## src/rtl/hsv2rgb_pkg.sv

```systemverilog
// ----------------------------------------------------------------------------
// hsv2rgb_pkg
// widths, constants and sector codes of the hsv to rgb converter
// ----------------------------------------------------------------------------
package hsv2rgb_pkg;

  localparam int unsigned CHANNEL_BITS = 16;
  localparam int unsigned HUE_W        = 15;
  localparam int unsigned SECTOR_W     = 3;
  localparam int unsigned NUM_SECTORS  = 6;
  localparam int unsigned REM_W        = 12;   // remainder within a sector, < 3840
  localparam int unsigned FRAC_W       = 16;   // Q0.16 position inside a sector

  localparam logic [CHANNEL_BITS-1:0] FULL_SCALE = '1;

  // a full turn is 360 * 64 units, one sector 60 * 64
  localparam int unsigned HUE_TURN_INT   = 360 * 64;
  localparam int unsigned HUE_SECTOR_INT = 60 * 64;
  localparam logic [HUE_W-1:0] HUE_TURN   = HUE_W'(HUE_TURN_INT);
  localparam logic [HUE_W-1:0] HUE_SECTOR = HUE_W'(HUE_SECTOR_INT);

  // frac = (rem << 16) / 3840 = (rem * 256) / 15, done as rem * ceil(2^24 / 15) >> 16
  localparam int unsigned FF_SHIFT    = 24;
  localparam int unsigned FF_RECIP_W  = 21;
  localparam int unsigned FF_PROD_W   = REM_W + FF_RECIP_W;
  localparam int unsigned FF_LSB      = FF_SHIFT - 8;
  localparam logic [FF_RECIP_W-1:0] FF_RECIP =
    FF_RECIP_W'(((1 << FF_SHIFT) + 15 - 1) / 15);

  // sectors, named after the hue where each one starts
  typedef enum logic [SECTOR_W-1:0] {
    SEC_RED     = 3'd0,
    SEC_YELLOW  = 3'd1,
    SEC_GREEN   = 3'd2,
    SEC_CYAN    = 3'd3,
    SEC_BLUE    = 3'd4,
    SEC_MAGENTA = 3'd5
  } sector_t;

endpackage

```

## src/rtl/hsv2rgb_in_if.sv

```systemverilog
// ----------------------------------------------------------------------------
// hsv2rgb_in_if
// valid/ready channel carrying one hsv pixel
// ----------------------------------------------------------------------------
interface hsv2rgb_in_if;
  import hsv2rgb_pkg::*;

  logic                    valid;
  logic                    ready;
  logic [HUE_W-1:0]        hue;
  logic [CHANNEL_BITS-1:0] saturation;
  logic [CHANNEL_BITS-1:0] brightness;

  modport source (output valid, hue, saturation, brightness, input ready);
  modport sink   (input valid, hue, saturation, brightness, output ready);
endinterface

```

## src/rtl/hsv2rgb_out_if.sv

```systemverilog
// ----------------------------------------------------------------------------
// hsv2rgb_out_if
// valid/ready channel carrying one rgb pixel
// ----------------------------------------------------------------------------
interface hsv2rgb_out_if;
  import hsv2rgb_pkg::*;

  logic                    valid;
  logic                    ready;
  logic [CHANNEL_BITS-1:0] red;
  logic [CHANNEL_BITS-1:0] green;
  logic [CHANNEL_BITS-1:0] blue;

  modport source (output valid, red, green, blue, input ready);
  modport sink   (input valid, red, green, blue, output ready);
endinterface

```

## src/rtl/hsv2rgb_hue_split.sv

```systemverilog
// ----------------------------------------------------------------------------
// hsv2rgb_hue_split
// folds out-of-range hue to zero, splits it into sector and remainder
// ----------------------------------------------------------------------------
module hsv2rgb_hue_split (
  input  logic [hsv2rgb_pkg::HUE_W-1:0] hue,
  output hsv2rgb_pkg::sector_t          sector,
  output logic [hsv2rgb_pkg::REM_W-1:0] rem
);
  import hsv2rgb_pkg::*;

  logic [HUE_W-1:0]    hue_fold;
  logic [HUE_W-1:0]    base;
  logic [SECTOR_W-1:0] idx;

  always_comb begin
    hue_fold = (hue >= HUE_TURN) ? '0 : hue;
    idx      = '0;
    base     = '0;
    // sector boundaries are constants, so these are plain compares
    for (int k = 1; k < NUM_SECTORS; k++) begin
      if (hue_fold >= HUE_W'(k * HUE_SECTOR_INT)) begin
        idx  = SECTOR_W'(k);
        base = HUE_W'(k * HUE_SECTOR_INT);
      end
    end
    sector = sector_t'(idx);
    rem    = REM_W'(hue_fold - base);
  end

endmodule

```

## src/rtl/hsv_to_rgb_converter.sv

```systemverilog
// ----------------------------------------------------------------------------
// hsv_to_rgb_converter
// fixed-point hsv to rgb pixel conversion, five-stage pipeline
// ----------------------------------------------------------------------------
//  channel | dir | payload                          | handshake
//  --------+-----+----------------------------------+-----------
//  hsv     | in  | hue 15b, saturation, brightness  | valid/ready
//  rgb     | out | red, green, blue (16b each)      | valid/ready
//
//  one pixel per clock sustained while rgb is ready; an input transfer
//  passes hue split, sector fraction, s products, v products and /FULL
//  rst clears only the stage valid bits; the datapath registers hold junk
//  each stage loads when it is empty or its successor moves, so a stall on
//  rgb fills the bubbles first and back-pressures hsv only when all is full
// ----------------------------------------------------------------------------
module hsv_to_rgb_converter (
  input  logic          clk,
  input  logic          rst,
  hsv2rgb_in_if.sink    hsv,
  hsv2rgb_out_if.source rgb
);
  import hsv2rgb_pkg::*;

  localparam int unsigned NUM_STAGES = 5;
  localparam int unsigned LAST       = NUM_STAGES - 1;
  localparam int unsigned CB         = CHANNEL_BITS;

  // divide by 2^CB - 1 exactly for x <= (2^CB - 1)^2
  function automatic logic [CB-1:0] div_full(input logic [2*CB-1:0] x);
    logic [2*CB:0] sum;
    sum = {1'b0, x} + (2*CB+1)'(x >> CB) + (2*CB+1)'(1);
    return sum[2*CB-1:CB];
  endfunction

  // per-stage valid and load enable
  logic [NUM_STAGES-1:0] vld;
  logic [NUM_STAGES-1:0] ce;

  always_comb begin
    ce[LAST] = !vld[LAST] || rgb.ready;
    for (int i = int'(LAST) - 1; i >= 0; i--) begin
      ce[i] = !vld[i] || ce[i+1];
    end
  end

  assign hsv.ready = ce[0];

  always_ff @(posedge clk) begin
    if (rst) begin
      vld <= '0;
    end else begin
      if (ce[0]) begin
        vld[0] <= hsv.valid;
      end
      for (int i = 1; i < NUM_STAGES; i++) begin
        if (ce[i]) begin
          vld[i] <= vld[i-1];
        end
      end
    end
  end

  // stage 1: sector and remainder within the sector
  sector_t          split_sector;
  logic [REM_W-1:0] split_rem;

  hsv2rgb_hue_split u_hue_split (
    .hue    (hsv.hue),
    .sector (split_sector),
    .rem    (split_rem)
  );

  sector_t          s1_sector;
  logic [REM_W-1:0] s1_rem;
  logic [CB-1:0]    s1_sat;
  logic [CB-1:0]    s1_bri;
  logic             s1_grey;

  always_ff @(posedge clk) begin
    if (ce[0]) begin
      s1_sector <= split_sector;
      s1_rem    <= split_rem;
      s1_sat    <= hsv.saturation;
      s1_bri    <= hsv.brightness;
      s1_grey   <= (hsv.saturation == '0);
    end
  end

  // stage 2: Q0.16 fraction, reciprocal multiply instead of a divide by 3840
  logic [FF_PROD_W-1:0] ff_prod;
  assign ff_prod = FF_PROD_W'(s1_rem) * FF_PROD_W'(FF_RECIP);

  sector_t           s2_sector;
  logic [FRAC_W-1:0] s2_ff;
  logic [CB-1:0]     s2_sat;
  logic [CB-1:0]     s2_bri;
  logic              s2_grey;

  always_ff @(posedge clk) begin
    if (ce[1]) begin
      s2_sector <= s1_sector;
      s2_ff     <= ff_prod[FF_LSB+FRAC_W-1:FF_LSB];
      s2_sat    <= s1_sat;
      s2_bri    <= s1_bri;
      s2_grey   <= s1_grey;
    end
  end

  // stage 3: s * f and s * (1 - f), then the three scale factors
  logic [FRAC_W:0]          ff_cmp;
  logic [CB+FRAC_W-1:0]     sf_prod;
  logic [CB+FRAC_W:0]       sfc_prod;
  logic [CB-1:0]            kp;
  logic [CB-1:0]            kq;
  logic [CB-1:0]            kt;

  always_comb begin
    ff_cmp   = (FRAC_W+1)'(1 << FRAC_W) - {1'b0, s2_ff};
    sf_prod  = (CB+FRAC_W)'(s2_sat) * (CB+FRAC_W)'(s2_ff);
    sfc_prod = (CB+FRAC_W+1)'(s2_sat) * (CB+FRAC_W+1)'(ff_cmp);
    // both shifted products stay at or below s, so no underflow
    kp = FULL_SCALE - s2_sat;
    kq = FULL_SCALE - sf_prod[FRAC_W+CB-1:FRAC_W];
    kt = FULL_SCALE - sfc_prod[FRAC_W+CB-1:FRAC_W];
  end

  sector_t       s3_sector;
  logic [CB-1:0] s3_kp;
  logic [CB-1:0] s3_kq;
  logic [CB-1:0] s3_kt;
  logic [CB-1:0] s3_bri;
  logic          s3_grey;

  always_ff @(posedge clk) begin
    if (ce[2]) begin
      s3_sector <= s2_sector;
      s3_kp     <= kp;
      s3_kq     <= kq;
      s3_kt     <= kt;
      s3_bri    <= s2_bri;
      s3_grey   <= s2_grey;
    end
  end

  // stage 4: v times each scale factor
  sector_t         s4_sector;
  logic [2*CB-1:0] s4_xp;
  logic [2*CB-1:0] s4_xq;
  logic [2*CB-1:0] s4_xt;
  logic [CB-1:0]   s4_bri;
  logic            s4_grey;

  always_ff @(posedge clk) begin
    if (ce[3]) begin
      s4_sector <= s3_sector;
      s4_xp     <= (2*CB)'(s3_bri) * (2*CB)'(s3_kp);
      s4_xq     <= (2*CB)'(s3_bri) * (2*CB)'(s3_kq);
      s4_xt     <= (2*CB)'(s3_bri) * (2*CB)'(s3_kt);
      s4_bri    <= s3_bri;
      s4_grey   <= s3_grey;
    end
  end

  // stage 5: divide by full scale and route by sector into the output register
  logic [CB-1:0] p_val;
  logic [CB-1:0] q_val;
  logic [CB-1:0] t_val;
  logic [CB-1:0] red_next;
  logic [CB-1:0] green_next;
  logic [CB-1:0] blue_next;

  always_comb begin
    p_val = div_full(s4_xp);
    q_val = div_full(s4_xq);
    t_val = div_full(s4_xt);
    if (s4_grey) begin
      red_next   = s4_bri;
      green_next = s4_bri;
      blue_next  = s4_bri;
    end else begin
      unique case (s4_sector)
        SEC_RED: begin
          red_next = s4_bri; green_next = t_val;  blue_next = p_val;
        end
        SEC_YELLOW: begin
          red_next = q_val;  green_next = s4_bri; blue_next = p_val;
        end
        SEC_GREEN: begin
          red_next = p_val;  green_next = s4_bri; blue_next = t_val;
        end
        SEC_CYAN: begin
          red_next = p_val;  green_next = q_val;  blue_next = s4_bri;
        end
        SEC_BLUE: begin
          red_next = t_val;  green_next = p_val;  blue_next = s4_bri;
        end
        default: begin
          red_next = s4_bri; green_next = p_val;  blue_next = q_val;
        end
      endcase
    end
  end

  logic [CB-1:0] red;
  logic [CB-1:0] green;
  logic [CB-1:0] blue;

  always_ff @(posedge clk) begin
    if (ce[LAST]) begin
      red   <= red_next;
      green <= green_next;
      blue  <= blue_next;
    end
  end

  assign rgb.valid = vld[LAST];
  assign rgb.red   = red;
  assign rgb.green = green;
  assign rgb.blue  = blue;

endmodule

```

## src/flat_wrapper.sv

```systemverilog
// flat-port wrapper written by rule: the top's interface ports become plain ports
module hsv_to_rgb_converter_flat import hsv2rgb_pkg::*;
  (clk, rst, hsv_valid, hsv_hue, hsv_saturation, hsv_brightness, hsv_ready, rgb_valid, rgb_red, rgb_green, rgb_blue, rgb_ready);
  hsv2rgb_in_if hsv_i ();
  hsv2rgb_out_if rgb_i ();
  input  logic clk;
  input  logic rst;
  input wire logic [$bits(hsv_i.valid)-1:0] hsv_valid;
  input wire logic [$bits(hsv_i.hue)-1:0] hsv_hue;
  input wire logic [$bits(hsv_i.saturation)-1:0] hsv_saturation;
  input wire logic [$bits(hsv_i.brightness)-1:0] hsv_brightness;
  output wire logic [$bits(hsv_i.ready)-1:0] hsv_ready;
  output wire logic [$bits(rgb_i.valid)-1:0] rgb_valid;
  output wire logic [$bits(rgb_i.red)-1:0] rgb_red;
  output wire logic [$bits(rgb_i.green)-1:0] rgb_green;
  output wire logic [$bits(rgb_i.blue)-1:0] rgb_blue;
  input wire logic [$bits(rgb_i.ready)-1:0] rgb_ready;
  assign hsv_i.valid = hsv_valid;
  assign hsv_i.hue = hsv_hue;
  assign hsv_i.saturation = hsv_saturation;
  assign hsv_i.brightness = hsv_brightness;
  assign hsv_ready = hsv_i.ready;
  assign rgb_valid = rgb_i.valid;
  assign rgb_red = rgb_i.red;
  assign rgb_green = rgb_i.green;
  assign rgb_blue = rgb_i.blue;
  assign rgb_i.ready = rgb_ready;
  hsv_to_rgb_converter u_core (.clk(clk), .rst(rst), .hsv(hsv_i), .rgb(rgb_i));
endmodule
```

## config.mk

```make
export PLATFORM = sky130hd
export DESIGN_NAME = hsv_to_rgb_converter_flat
export DESIGN_NICKNAME = d
export VERILOG_FILES = /design/src/rtl/hsv2rgb_pkg.sv /design/src/rtl/hsv2rgb_in_if.sv /design/src/rtl/hsv2rgb_out_if.sv /design/src/rtl/hsv2rgb_hue_split.sv /design/src/rtl/hsv_to_rgb_converter.sv /design/src/flat_wrapper.sv
export SDC_FILE = /design/constraint.sdc
export NUM_CORES = 2
export LEC_CHECK = 0
export BUFFER_PORTS_ARGS = -buffer_cell sky130_fd_sc_hd__buf_2
export CAP_MARGIN = 20
export CORE_MARGIN = 2
export CORE_UTILIZATION = 40
export CTS_BUF_LIST = sky130_fd_sc_hd__clkbuf_16
export DETAILED_ROUTE_END_ITERATION = 16
export GPL_ROUTABILITY_DRIVEN = 0
export PLACE_DENSITY = 0.58
export SLEW_MARGIN = 20
export SYNTH_ARGS = -nofsm -noshare
export SYNTH_HDL_FRONTEND = slang
export SYNTH_SLANG_ARGS = --single-unit
export TNS_END_PERCENT = 20
```

## constraint.sdc

```tcl
create_clock -name clk -period 21.2 [get_ports clk]
set_clock_uncertainty 0.15 [all_clocks]
set_input_delay 3.18 -clock clk [delete_from_list [all_inputs] [get_ports clk]]
set_output_delay 3.18 -clock clk [all_outputs]
set_load 0.02 [all_outputs]
```

Word-level counts from Yosys, hierarchy flattened --
Index checks and enable logic that the tools add are counted.
Storage, ports and cells: register bits 337, output and inout port bits 50, word-level logic and storage cells 91
Operators by class: $add $sub $neg 11, $mul 6, magnitude comparators 6, eq/ne operators 4, multiplexer cells 16, reduce and logical (&&, ||, !) cells 17
Operators by type and width (number):
- 16-bit one-hot mux with 3 select lines | 3
- 16-bit by 16-bit multiplier with 32-bit output | 4
- 32-bit by 1-bit adder with 32-bit output (second input constant) | 3
- 32-bit by 16-bit adder with 32-bit output | 3
- 12-bit two-way mux | 5
- 16-bit two-way mux | 3
- 16-bit subtractor (first input constant) | 3
- 16-bit by 17-bit multiplier with 32-bit output | 1
- 12-bit by 20-bit multiplier with 31-bit output (second input constant) | 1
- 15-bit by 14-bit greater-or-equal comparator with 1-bit output (second input constant) | 2
- 15-bit greater-or-equal comparator (second input constant) | 2
- 17-bit by 16-bit subtractor with 17-bit output (first input constant) | 1
- 16-bit zero test | 1
- 15-bit by 12-bit greater-or-equal comparator with 1-bit output (second input constant) | 1
- 15-bit by 13-bit greater-or-equal comparator with 1-bit output (second input constant) | 1
- 15-bit two-way mux | 1
- 12-bit subtractor | 1
- 2-bit OR reduction | 5
- 3-bit by 2-bit equality test with 1-bit output (second input constant) | 2
- 3-bit two-way mux | 2
- 1-bit zero test | 5
- 1-bit logical OR | 5
- 3-bit by 1-bit equality test with 1-bit output (second input constant) | 1
- 3-bit equality test (second input constant) | 1
- other kinds (2) | 3

Logic depth before layout (Yosys ltp) --
depth in word-level cells 9, mapped depth 29, mapped depth without buffers 27

Cells and area by module --
Synthesis repeated with hierarchy kept, for this count alone.
Second synthesis, totals: cells, all modules 6000, area, all modules 57177.3 um2
By module, submodules not included:
- hsv_to_rgb_converter | instances 1, cells each 5939, area each 56773.2 um2, sequential area each 10069.7 um2
- hsv2rgb_hue_split | instances 1, cells each 61, area each 404.1 um2, sequential area each 0.0 um2

Least setup slack after synthesis --
Ideal clock, no wire load.
path type input -> output, start point input rgb_ready, end point output hsv_ready, arrival 4.912 ns, required time 17.870 ns, slack 12.958 ns, stages 3, buffers on the path 0, path through nor2b_1 > and3_1 > nand3_1
Between the ends: cells in the longest elaborated chain, start to end 5
RTL lines:
- from (decl) | line flat_wrapper.sv:17 | input wire logic [$bits(rgb_i.ready)-1:0] rgb_ready;
- 1-bit logical OR | line hsv_to_rgb_converter.sv:40 | ce[LAST] = !vld[LAST] || rgb.ready;
- 1-bit logical OR (4 in a row) | line hsv_to_rgb_converter.sv:42 | ce[i] = !vld[i] || ce[i+1];
- to (decl) | line flat_wrapper.sv:12 | output wire logic [$bits(hsv_i.ready)-1:0] hsv_ready;
Every way passes these cells.

Worst setup path in the final report --
start point register u_core.s2_ff[4], end point register u_core.s3_kt[15] (data pin)
Between the ends: cells in the longest elaborated chain, start to end 3
RTL lines:
- from (decl) | line hsv_to_rgb_converter.sv:94 | logic [FRAC_W-1:0] s2_ff;
- from (signal assigned) | line hsv_to_rgb_converter.sv:102 | s2_ff <= ff_prod[FF_LSB+FRAC_W-1:FF_LSB];
- 17-bit by 16-bit subtractor with 17-bit output | line hsv_to_rgb_converter.sv:118 | ff_cmp = (FRAC_W+1)'(1 << FRAC_W) - {1'b0, s2_ff};
- 16-bit by 17-bit multiplier with 32-bit output | line hsv_to_rgb_converter.sv:120 | sfc_prod = (CB+FRAC_W+1)'(s2_sat) * (CB+FRAC_W+1)'(ff_cmp);
- 16-bit subtractor | line hsv_to_rgb_converter.sv:124 | kt = FULL_SCALE - sfc_prod[FRAC_W+CB-1:FRAC_W];
- via u_core.kt[15] | line hsv_to_rgb_converter.sv:115 | logic [CB-1:0] kt;
- to (signal assigned) | line hsv_to_rgb_converter.sv:139 | s3_kt <= kt;
- to (decl) | line hsv_to_rgb_converter.sv:130 | logic [CB-1:0] s3_kt;
The timed path passes the listed nets, and every way through them passes these cells. A chain may end at the register's enable or synchronous reset.

==> flow_metrics.env <==
export IMPL_fin_crit_ps=9100
export IMPL_fp_dieH_microns=383
export IMPL_outcome="completed"
export IMPL_grt_max_degree=65
export IMPL_worstSetupPathType="reg2reg"
export IMPL_synth_top_cells_by_area="fa_1 35%, edfxtp_1 17%, ha_1 13%"
export IMPL_synth_top_family_by_area="adder cells"
export IMPL_syn_nets=7705
export IMPL_slew_headroom=0.157
export IMPL_ys_async_sr_fraction=0
export IMPL_fillCellCount=13900
export IMPL_cp_endpoint="u_core.s3_kt[15]"
export IMPL_min_path_cells=0
export IMPL_final_hold_viol_count=0
export IMPL_crit_reg2reg_launch="u_core.s2_ff[4]"
export IMPL_post_cts_buffers=0
export IMPL_numCtsBuffers=39
export IMPL_grt_pass1_vias=43000
export IMPL_post_synth_xor_area_fraction=0.0277
export IMPL_cts_sinks=337
export IMPL_startpoint="u_core.s2_ff[4]"
export IMPL_netlist_instances=6048
export IMPL_r2r_setup_slack_ps=12100
export IMPL_drtIter0Drc=3034
export IMPL_ant_nets=0
export IMPL_seq_area_sq_um=10100
export IMPL_grt_pass1_wl_microns=243000
export IMPL_rsz0062_at_grt="false"
export IMPL_rr_endpoint="u_core.s3_kt[15]"
export IMPL_grt_usage=0.211
export IMPL_path_buf_inv=4
export IMPL_port_buffers=100
export IMPL_ys_seq_area_frac=0.176
export IMPL_synthTopCellsByCount="1299 x inv_1, 996 x fa_1, 945 x nand2_1, 610 x ha_1, 456 x and2_1"
export IMPL_critPathTopFamily="adder cells"
export IMPL_largestRegisters="u_core.s4_xp: 32 flops, u_core.s4_xq: 32 flops, u_core.s4_xt: 32 flops"
export IMPL_tightest_slew_ps=1260
export IMPL_pin_count=101
export IMPL_drt_total_wl_microns=151000
export IMPL_met1_length_microns=67400
export IMPL_cp_depth=27
export IMPL_setup_viol=0
export IMPL_yosysMostFrequentCell="inv_1"
export IMPL_htree_levels=2
export IMPL_crit_path_top_delay_cell="edfxtp_1"
export IMPL_yosysTopAreaCellShare=0.348
export IMPL_slew_violations=0
export IMPL_setup_worst_path_end_class="flop"
export IMPL_synth_area_per_cell_sq_um=9.48
export IMPL_synth_largest_area_cell="fa_1"
export IMPL_wl_met3_microns=9510
export IMPL_antenna_found_initial=3
export IMPL_drv_cap=0
export IMPL_synth_compound_area_frac=0.0659
export IMPL_synth_ff_type="edfxtp_1"
export IMPL_cp_required_ps=21380
export IMPL_multi_input_area_sq_um=41400
export IMPL_viasPerCell=5.14
export IMPL_dp_hpwl_microns=115000
export IMPL_synth_edff_count=332
export IMPL_yosysWarnings=0
export IMPL_cts_tree="built"
export IMPL_ff2ff_path_depth=27
export IMPL_worstPathArrival_ps=9270
export IMPL_yosys_cell_types_count=84
export IMPL_die_w_microns=383
export IMPL_wl_per_cell_microns=19.1
export IMPL_fmax_mhz=110
export IMPL_synth_mux_area_frac=0.00109
export IMPL_crit_top_cell="fa_1"
export IMPL_clock_path_buffers=3
export IMPL_yosys_area_share_simple=0.146
export IMPL_synth_fa_ha_area_frac=0.481
export IMPL_die_area_sq_um=146000
export IMPL_ys_seq_elements=337
export IMPL_initial_core_util=0.404
export IMPL_dr_pass1_iters=6
export IMPL_clock_latency_ps=600
export IMPL_grt_overflow=0
export IMPL_crit_path_start_kind="flop"
export IMPL_clockRootBuffer="clkbuf_16"
export IMPL_critPathMaxFanout=18
export IMPL_num_vias=40700
export IMPL_tns_ps=0
export IMPL_fin_crit_sh=0.429
export IMPL_top_layer="met4"
export IMPL_fp_coreArea_sq_um=142000
export IMPL_met2_length_microns=70000
export IMPL_layout_drive_gt1_share=0.0464
export IMPL_syn_area_sq_um=57300
export IMPL_fp_row_count=138
export IMPL_slowest_delay_ps=710
export IMPL_drc=0
export IMPL_fin_nets=7656
export IMPL_cts_hold_buf=0
export IMPL_hp_class="reg2reg"
export IMPL_syn2layout_area_growth_pct=6.65
export IMPL_clk_pin_slew_ps=60
export IMPL_cts_resized=0
==> per-stage QoR <==
stage / hold slack [ps] / area [sq um] / std cells / setup slack [ps] / util
2_1_floorplan: 250 / 57300 / 6048 / 12960 / -
3_3_place_gp: 250 / 59800 / 7848 / 12200 / 0.421
3_5_place_dp: 255 / 59800 / 7848 / 12130 / 0.421
4_1_cts: 268 / 61100 / 7920 / 12100 / 0.431
5_1_grt: 274 / 61100 / 7920 / 11440 / 0.431
6_report: 268 / 61100 / 7921 / 12100 / 0.431
==> cells by family (layout without fill, tap and decap cells) <==
logic type | count (synthesis) | count (layout)
other | 0 | 1
buffers and inverters | 1558 | 1540
AO/OA/AOI/OAI | 568 | 568
flip-flops | 337 | 337
adder cells (fa/ha/maj) | 1606 | 1606
XOR/XNOR | 181 | 181
AND/OR/NAND/NOR | 1792 | 1792
multiplexers | 6 | 6
==> metal layers <==
metal,up-vias,global-route usage
met1,20600,0.294
met3,207,0.0282
li1,18600,-
met5,-,0
met4,0,0.0538
met2,1274,0.346
==> how the worst min path moves through the flow <==
| stage | start | to |
|---|---|---|
| finish | u_core.s1_sat[6] | u_core.s2_sat[6] |
| global route | u_core.s1_sat[2] | u_core.s2_sat[2] |
| CTS | u_core.s2_bri[7] | u_core.s3_bri[7] |
| detailed placement | u_core.s1_sat[10] | u_core.s2_sat[10] |
| global placement | u_core.s1_bri[3] | u_core.s2_bri[3] |
| floorplan | u_core.s1_bri[0] | u_core.s2_bri[0] |
==> cells in the final DEF, fill, tap and decap left out, types with 7 or more instances in the layout <==
master and n:
nor2b_1 23, and4_1 10, and3_1 18, a211o_1 8
o221ai_1 10, a31oi_1 14, buf_2 100, nor4_1 17
a221oi_1 19, o31ai_1 10, fa_1 996, buf_4 67
o21bai_1 20, o22a_1 8, edfxtp_1 332, nand4_1 19
o21ai_0 106, o211ai_1 22, and2_1 456, nand3_1 40
xnor2_1 121, inv_1 1303, nor2_1 168, a31o_2 7
a21o_1 45, xor2_1 55, nand2_1 943, clkbuf_16 39
o21a_1 26, o22ai_1 12, ha_1 610, a211oi_1 26
or3_1 7, nor3_1 46, nand2b_1 11, or2_2 13
a21oi_1 164
==> cell type report <==
cell class | instances | area share
diodes | 1 | 0.0000409
clock buffers | 39 | 0.0160
clock inverters | 33 | 0.00626
inverters | 1301 | 0.0799
multi-input cells | 4153 | 0.678
flip-flops and latches | 337 | 0.165
well taps | 1890 | 0.0387
repair buffers | 167 | 0.0164
Power is not shown: default switching activity piles up to over one toggle a cycle in this logic, so the estimate is an artifact.
